$ cat config.mk
export PLATFORM = sky130hd
export DESIGN_NAME = cse_isqrt
export DESIGN_NICKNAME = d
export VERILOG_FILES = /design/src/cse_pkg.sv /design/src/cse_isqrt.sv
export SDC_FILE = /design/constraint.sdc
export NUM_CORES = 1
export LEC_CHECK = 0
export BUFFER_PORTS_ARGS = -buffer_cell sky130_fd_sc_hd__clkbuf_2
export CELL_PAD_IN_SITES_DETAIL_PLACEMENT = 0
export CELL_PAD_IN_SITES_GLOBAL_PLACEMENT = 2
export CORE_ASPECT_RATIO = 1.25
export CORE_MARGIN = 1.5
export CORE_UTILIZATION = 37
export CTS_CLUSTER_SIZE = 12
export DETAILED_ROUTE_END_ITERATION = 10
export PLACE_DENSITY = 0.89
export SYNTH_ARGS = -nofsm -noshare
export SYNTH_HDL_FRONTEND = slang
export SYNTH_SLANG_ARGS = --single-unit
$ cat constraint.sdc
create_clock -name clock -period 10.1 [get_ports clock]
set_clock_uncertainty 0.2 [all_clocks]
set_input_delay 0.505 -clock clock [delete_from_list [all_inputs] [get_ports clock]]
set_output_delay 0.505 -clock clock [all_outputs]
set_load 0.01 [all_outputs]
$ cat src/cse_pkg.sv
// ----------------------------------------------------------------------------
// Crosslink spring energy package
// Function codes, register indexes, field widths and arithmetic constants
// shared by the energy unit and its square-root engine.
// ----------------------------------------------------------------------------
package cse_pkg;

   typedef enum logic [2:0] {
      FUNC_WRITE = 3'd0,
      FUNC_LINK  = 3'd1,
      FUNC_CLEAR = 3'd2,
      FUNC_DIFF  = 3'd3,
      FUNC_TOTAL = 3'd4
   } func_type;

   localparam logic [7:0] CSR_SPRING = 8'd0;
   localparam logic [7:0] CSR_REST   = 8'd1;

   localparam int CHAIN_W  = 3;
   localparam int SEC_IN_W = 6;
   localparam int COORD_W  = 32;
   localparam int ENERGY_W = 48;

   // Squared distance of three 33-bit differences fits in 68 bits.
   localparam int RAD_W  = 68;
   localparam int ROOT_W = RAD_W / 2;
   localparam int MUL_W  = 34;
   localparam int Q_W    = 100;

   localparam logic [46:0] E_MAX = 47'h7FFF_FFFF_FFFF;

endpackage

$ cat src/cse_isqrt.sv
// ----------------------------------------------------------------------------
// Integer square root engine
// Restoring digit recurrence, one root bit per cycle; gives floor(sqrt(x)).
// ----------------------------------------------------------------------------
module cse_isqrt (
   input  logic                        clock,
   input  logic                        reset,
   input  logic                        start,
   input  logic [cse_pkg::RAD_W-1:0]   radicand,
   output logic                        busy,
   output logic                        done,
   output logic [cse_pkg::ROOT_W-1:0]  root
);
   import cse_pkg::*;

   localparam int REM_W = ROOT_W + 3;
   localparam int CNT_W = $clog2(ROOT_W + 1);

   logic [RAD_W-1:0]  rad_ff;
   logic [REM_W-1:0]  rem_ff;
   logic [ROOT_W-1:0] root_ff;
   logic [CNT_W-1:0]  cnt_ff;
   logic              busy_ff;
   logic              done_ff;

   logic [REM_W-1:0]  rem_sh;
   logic [REM_W-1:0]  trial;
   logic              take;

   always_comb begin
      rem_sh = {rem_ff[REM_W-3:0], rad_ff[RAD_W-1:RAD_W-2]};
      trial  = REM_W'({root_ff, 2'b01});
      take   = (rem_sh >= trial);
   end

   always_ff @(posedge clock) begin
      if (reset) begin
         busy_ff <= 1'b0;
         done_ff <= 1'b0;
         cnt_ff  <= '0;
      end else begin
         done_ff <= 1'b0;
         if (start && !busy_ff) begin
            busy_ff <= 1'b1;
            rad_ff  <= radicand;
            rem_ff  <= '0;
            root_ff <= '0;
            cnt_ff  <= CNT_W'(ROOT_W);
         end else if (busy_ff) begin
            rad_ff  <= {rad_ff[RAD_W-3:0], 2'b00};
            rem_ff  <= take ? rem_sh - trial : rem_sh;
            root_ff <= {root_ff[ROOT_W-2:0], take};
            cnt_ff  <= cnt_ff - 1'b1;
            if (cnt_ff == CNT_W'(1)) begin
               busy_ff <= 1'b0;
               done_ff <= 1'b1;
            end
         end
      end
   end

   assign busy = busy_ff;
   assign done = done_ff;
   assign root = root_ff;

endmodule

## Word-level counts from Yosys, hierarchy flattened

Cells that the tools add are included.
W data, S select, Z words.

- Register bits after elaboration: 145
- Latch bits: 0
- Memory bits (writable): 0
- Memory bits (read-only): 0
- Input port bits: 71
- Logic and storage cells: 30
- Memories kept: 0

- Add/subtract/negate cells: 2
- $mul: 0
- Div/mod/pow operators: 0
- Order comparisons: 1
- Equal/unequal tests: 1
- Shift operators: 0
- Muxes and demuxes: 11
- Bitwise gates (word level): 2
- Reductions and logical operators: 6

Operators with widths:

| cell | count |
|---|---|
| $mux W68 | 2 |
| $mux W35 | 2 |
| $ge A37 B36 Y1 | 1 |
| $sub A35 B35 Y35 | 1 |
| $mux W34 | 1 |
| $mux W6 | 2 |
| $eq A6 B1 Y1 const B | 1 |
| $sub A6 B1 Y6 const B | 1 |
| $mux W1 | 4 |
| $reduce_or A3 Y1 | 1 |
| $not A1 Y1 | 2 |
| $reduce_and A2 Y1 | 1 |
| $reduce_bool A2 Y1 | 1 |
| $reduce_or A2 Y1 | 1 |
| $logic_and A1 B1 Y1 | 1 |
| $logic_not A1 Y1 | 1 |

## Depth between registers and ports, before layout

- Word-level depth: 4
- Depth in mapped cells: 14
- Depth with buffers taken out: 11

## Worst setup path after synthesis

No wires, ideal clock.

- Kind: register to register
- Start point: reg busy_ff (netlist: busy)
- End point: reg rad_ff[0] (enable)
- Library setup time: 0.635 ns
- Arrival: 6.423 ns
- Required time: 9.265 ns
- Setup slack: 2.842 ns
- Stages on the path, launching flop included: 4
- Clock period less this slack: 7.258 ns
- Cells stage by stage: dfxtp_1 -> clkbuf_1 -> nor2_1 -> nor2_1

- Longest elaborated chain between the ends: 4

RTL lines:

| element | RTL line | RTL |
|---|---|---|
| from (decl) | cse_isqrt.sv:23 | `logic busy_ff;` |
| from (signal assigned) | cse_isqrt.sv:38 | `busy_ff <= 1'b0;` |
| from (signal assigned) | cse_isqrt.sv:44 | `busy_ff <= 1'b1;` |
| from (signal assigned) | cse_isqrt.sv:55 | `busy_ff <= 1'b0;` |
| $logic_not A1 Y1 | cse_isqrt.sv:43 | `if (start && !busy_ff) begin` |
| $logic_and A1 B1 Y1 | cse_isqrt.sv:43 |  |
| $reduce_bool A2 Y1 (no source line) * | n/a |  |
| $reduce_and A2 Y1 (no source line) * | n/a |  |
| to (signal assigned) | cse_isqrt.sv:45 | `rad_ff <= radicand;` |
| to (signal assigned) | cse_isqrt.sv:50 | `rad_ff <= {rad_ff[RAD_W-3:0], 2'b00};` |
| to (decl) | cse_isqrt.sv:19 | `logic [RAD_W-1:0] rad_ff;` |

Mark *: on every way between the ends. The rest lies on a longest branch, timed or not.
A chain may end at the register's enable or synchronous reset.

## Worst setup path after layout

- Start point: reg rem_ff[0]
- End point: reg rem_ff[26] (data pin)

- Longest elaborated chain between the ends: 3
- Elaborated cells between the ends (all ways): 4
- Classes of those cells: add/sub (1); order compare (1); mux (2)

RTL lines:

| element | RTL line | RTL |
|---|---|---|
| from (decl) | cse_isqrt.sv:20 | `logic [REM_W-1:0] rem_ff;` |
| from (signal assigned) | cse_isqrt.sv:51 | `rem_ff <= take ? rem_sh - trial : rem_sh;` |
| $sub A35 B35 Y35 / $ge A37 B36 Y1 (equally long branches) | cse_isqrt.sv:51, cse_isqrt.sv:33 |  |
| $mux W35 * | cse_isqrt.sv:51 |  |
| $mux W35 * | cse_isqrt.sv:49 | `end else if (busy_ff) begin` |

Mark *: on every way between the ends. The rest lies on a longest branch, timed or not. The select of a mux whose other input is x is not followed.

==> results list <==
- Setup total negative slack on the finished layout was measured at 0 ns.
- STA classifies the critical path endpoint as a register.
- In the synthesized netlist, the number of instances is ~830.
- After synthesis the netlist holds a flip-flop and latch count of around 150.
- Fraction of registers with async set/reset: 0%
- Entering global routing, the biggest net connects 138 pins.
* Number of failing hold endpoints at the final stage: 0
- Power spread over the standard cell area amounts to ~200 nW/um^2.
* First-pass GRT wire length: ~30000 um
- The synthesized design contains ~140 enable-type register cells.
* Final-stage net count: 1027
* Top area cells in the synthesized netlist: sky130_fd_sc_hd__edfxtp_1 51%, sky130_fd_sc_hd__nand2_1 10%, sky130_fd_sc_hd__ha_1 5.9%, sky130_fd_sc_hd__nor2_1 4.0%, sky130_fd_sc_hd__mux2i_1 3.7%
- The routed layout has 5928 vias.
* Area of placed instances: around 8800 sq um
* Max-slew violation count: 0
- Buffers inserted to repair hold after CTS numbered 0.
- Rows: 60
- TritonCTS sink count: 145
* Cell area after synthesis: about 8000 sq um
- Number of antenna violations at the first check in global routing: 0
* Post-layout util: 43.81%
* Filler cell count: roughly 2200
- The number of nets in the synthesized netlist is ~940.
* Commonest non-fill, non-tap cell in the layout: sky130_fd_sc_hd__nand2_1
* Data required time at the worst endpoint: between 10 and 15 ns
* Worst hold path class: in2reg
- Summed over its instances, the top area cell type makes up approximately half of the synthesized netlist area.
- Walking the worst path, the cells encountered are ha_1, o21a_1, or4_4, a311oi_4, o21ai_2, nand4_2, nand2_2, a21oi_4, buf_4, mux2i_1, nor2_1.
- In the final routed layout, each cell accounts on average for around 15 um.
* Launch point of the worst path: rem_ff[0]$_SDFFCE_PP0P_
* Standard cell with the maximum stage delay on the critical path: sky130_fd_sc_hd__a21oi_4
- Total wire length after detailed routing: approximately 18000 um
- Buffers & Inverters on Critical Path: 1
- Of the total synthesized cell area, the portion taken by full adders, half adders and majority gates is 5.886%.
- At the pin with the least slew margin, the transition time is a little over 1 ns.
- Dividing the final minimum period by the clock period gives approximately 40%.
* Placer Congestion: 0.7882
- The worst hold path begins at radicand[42].
- Minimum clock period after layout: roughly 4.0 ns
- Register area share after synthesis: roughly 53%
- Global routing used between 10% and 20% of the available tracks.
- Sum of internal, switching and leakage power: 1.900 mW
* Finish-stage setup viols: 0
- Clock-pin slew was measured on the worst setup and hold paths at about 0.070 ns.
- TritonCTS built the clock tree.
- Area inside the core boundary: between 20000 and 25000 sq um
* Data arrival, critical path: a little under 4 ns
- Clock Latency Late Sink: about 0.43 ns
- Setup repair after global routing left no endpoint under its margin.
- Before antenna repair, the detailed router went through 4 iterations.
- The critical path ends at rem_ff[26]$_SDFFCE_PP0P_.
- Detailed router's first-iteration violation count: approximately 370
- H-tree Lvls: 4
- R2r setup slk: 6.09 ns
- Yosys synthesis warning count: 0
- Crit path launch type: register
- Critical path start-end classification: reg2reg
- Number of buffers inserted during clock tree synthesis: 17
* Basic-gate share of the synthesized area counting and, or, nand and nor cells: between 10% and 20%
- The die is 135.2 um wide.
- Number of distinct library cells after synthesis: slightly above 50
* Dominant combinational cell family by area after synthesis: simple AND/OR/NAND/NOR gates
* Max-cap violations: 0
- In this run the critical register-to-register path is launched from rem_ff[0]$_SDFFCE_PP0P_.
* Max Freq: 0.2491 GHz
- Once placement completed, the tool counted placed cells totaling between 1000 and 1500.
* Xor and xnor area share after synthesis: 3.578%
- Summed over all cells, the static leakage comes to around 4 nW.
- Portion of netlist area occupied by mux cells: 3.717%
- Once detailed placement completed, the half-perimeter wirelength came to 11920 um.
- In this run the worst path has a maximum fanout of 23.
- Summing the areas of all compound-gate instances in the mapped netlist gives a little under a tenth of the synthesized area.
- Cell taking the most area after synthesis: sky130_fd_sc_hd__edfxtp_1
- Gates resized during post-CTS repair numbered 0.
- From bottom edge to top edge, the die measures between 150 and 200 um.
- Depth of the most critical reg-to-reg path: 11
* Cell Count, Final, Fillers Out: 1210
* Max_slew headroom: about 33%
- Avg Vias per Cell: 4.899
- The repair_antennas step left the layout with diodes totalling 0.
* FF-to-FF End: rem_ff[26]$_SDFFCE_PP0P_
* Proportion of layout cells with a drive suffix above 1: 16.54%
* Initial core utilization: 37.62%
* Die outline area: roughly 23000 sq um
* Count of nets left with antenna violations after detail routing: 0
* Worst IR drop on VDD: between 0.1 and 0.15 mV
- Leaving out fill and tap cells, the most frequent cells in the layout are 219 x sky130_fd_sc_hd__nand2_1, 137 x sky130_fd_sc_hd__edfxtp_1, 106 x sky130_fd_sc_hd__clkbuf_2.
* Non-Filler Cell Area, Final: approximately 9400 sq um
- Via count of the first global-routing pass: between 5000 and 6000
* Most frequently used flop master after synthesis: sky130_fd_sc_hd__edfxtp_1
- The critical path runs through a total of 11 cells.
* Input/output buffers: about 110
- # DRC: 0
- Num ports: around 110
- A synthesized cell averages 9.709 sq um.
* Dominant delay contributor by cell family on the critical path: compound AO/OA/AOI/OAI gates
- CTS placed an instance of sky130_fd_sc_hd__clkbuf_16 at the clock tree root.
* Critical Path Max Stage Delay: a little under 0.7 ns
- Number of setup buffers added after CTS: 0
- Maximum clock insertion buffer count: 2
* Outcome: completed
- Gr ovfl total: 0
* P&R area growth vs syn: 16.43%
## cells by family (layout without fill, tap and decap cells)
| family | Yosys count | after routing |
|---|---|---|
| xor+xnor | 33 | 33 |
| simple gates | 380 | 380 |
| buf+inv | 92 | 191 |
| mux | 30 | 30 |
| compound gates | 114 | 114 |
| fa+ha+maj | 38 | 38 |
| flops | 145 | 145 |
## cell usage after synthesis (all sizes together) (2+ instances only)
master	count
o21a	3
a41oi	4
a211oi	6
nor3b	2
a31oi	6
o31ai	4
nor2	87
nor2b	6
nand2	221
a21oi	37
buf	7
and4	3
nor3	10
inv	49
o211ai	6
clkbuf	36
xnor2	23
nand2b	5
a311oi	3
a21boi	3
o21bai	3
ha	38
edfxtp	137
dfxtp	8
a21o	13
nor4	3
nand4	8
and2	6
o2111ai	2
xor2	10
mux2i	30
nand3	21
o21ai	22
and3	3
## per-stage QoR
step	hold WS, ns	setup WS, ns
6_report	0.1292	6.086
5_1_grt	0.1183	5.846
4_1_cts	0.1164	6.027
3_5_place_dp	0.2842	6.036
3_3_place_gp	0.2723	6.135
2_1_floorplan	0.2558	2.842
## worst register-to-register path, cell delays in order, from the launching register on
cell and delay [ns]:
sky130_fd_sc_hd__edfxtp_1 0.40, sky130_fd_sc_hd__ha_1 0.36, sky130_fd_sc_hd__o21a_1 0.16, sky130_fd_sc_hd__or4_4 0.45
sky130_fd_sc_hd__a311oi_4 0.35, sky130_fd_sc_hd__o21ai_2 0.13, sky130_fd_sc_hd__nand4_2 0.11, sky130_fd_sc_hd__nand2_2 0.09
sky130_fd_sc_hd__a21oi_4 0.69, sky130_fd_sc_hd__buf_4 0.47, sky130_fd_sc_hd__mux2i_1 0.27, sky130_fd_sc_hd__nor2_1 0.05
## layout make-up
type	count	area, sq um	share of cell area, %
tap	279	349.1	3.712
clock buffer	17	425.4	4.523
timing repair buffer	110	573.1	6.093
multi-input combinational	595	3435	36.52
sequential	145	4274	45.44
inverter	49	183.9	1.956
clock inverter	15	165.2	1.756
## worst min-delay path by stage
stage          cells past startpoint                endpoint  slack, ns
2_1_floorplan                      1  cnt_ff[5]$_SDFFE_PP0N_       0.26
3_3_place_gp                       1  cnt_ff[5]$_SDFFE_PP0N_       0.27
3_5_place_dp                       1  cnt_ff[5]$_SDFFE_PP0N_       0.28
4_1_cts                            3    rad_ff[41]$_DFFE_PP_       0.12
5_1_grt                            3     rad_ff[5]$_DFFE_PP_       0.12
6_report                           3    rad_ff[42]$_DFFE_PP_       0.13
## state kept, by name, indices dropped and copies added (netlist names)
signal and flops:
root 34, busy 1, rem_ff 35, rad_ff 68, done 1, cnt_ff 6
## where the power goes
part / internal, mW / switching, mW
sequential: 0.742 / 0.0278
clock: 0.351 / 0.289
combinational: 0.200 / 0.290
total: 1.29 / 0.606
## metal layers
| metal | vias to the layer above | track usage, % | routed length [um] |
|---|---|---|---|
| li1 | 3052 | - | - |
| met1 | 2755 | 20.45 | 7969 |
| met2 | 112 | 26.97 | 8472 |
| met3 | 9 | 5.571 | 1116 |
| met4 | 0 | 4.067 | 153 |
| met5 | - | 0 | 0 |
(Power assumes the default switching activity.)
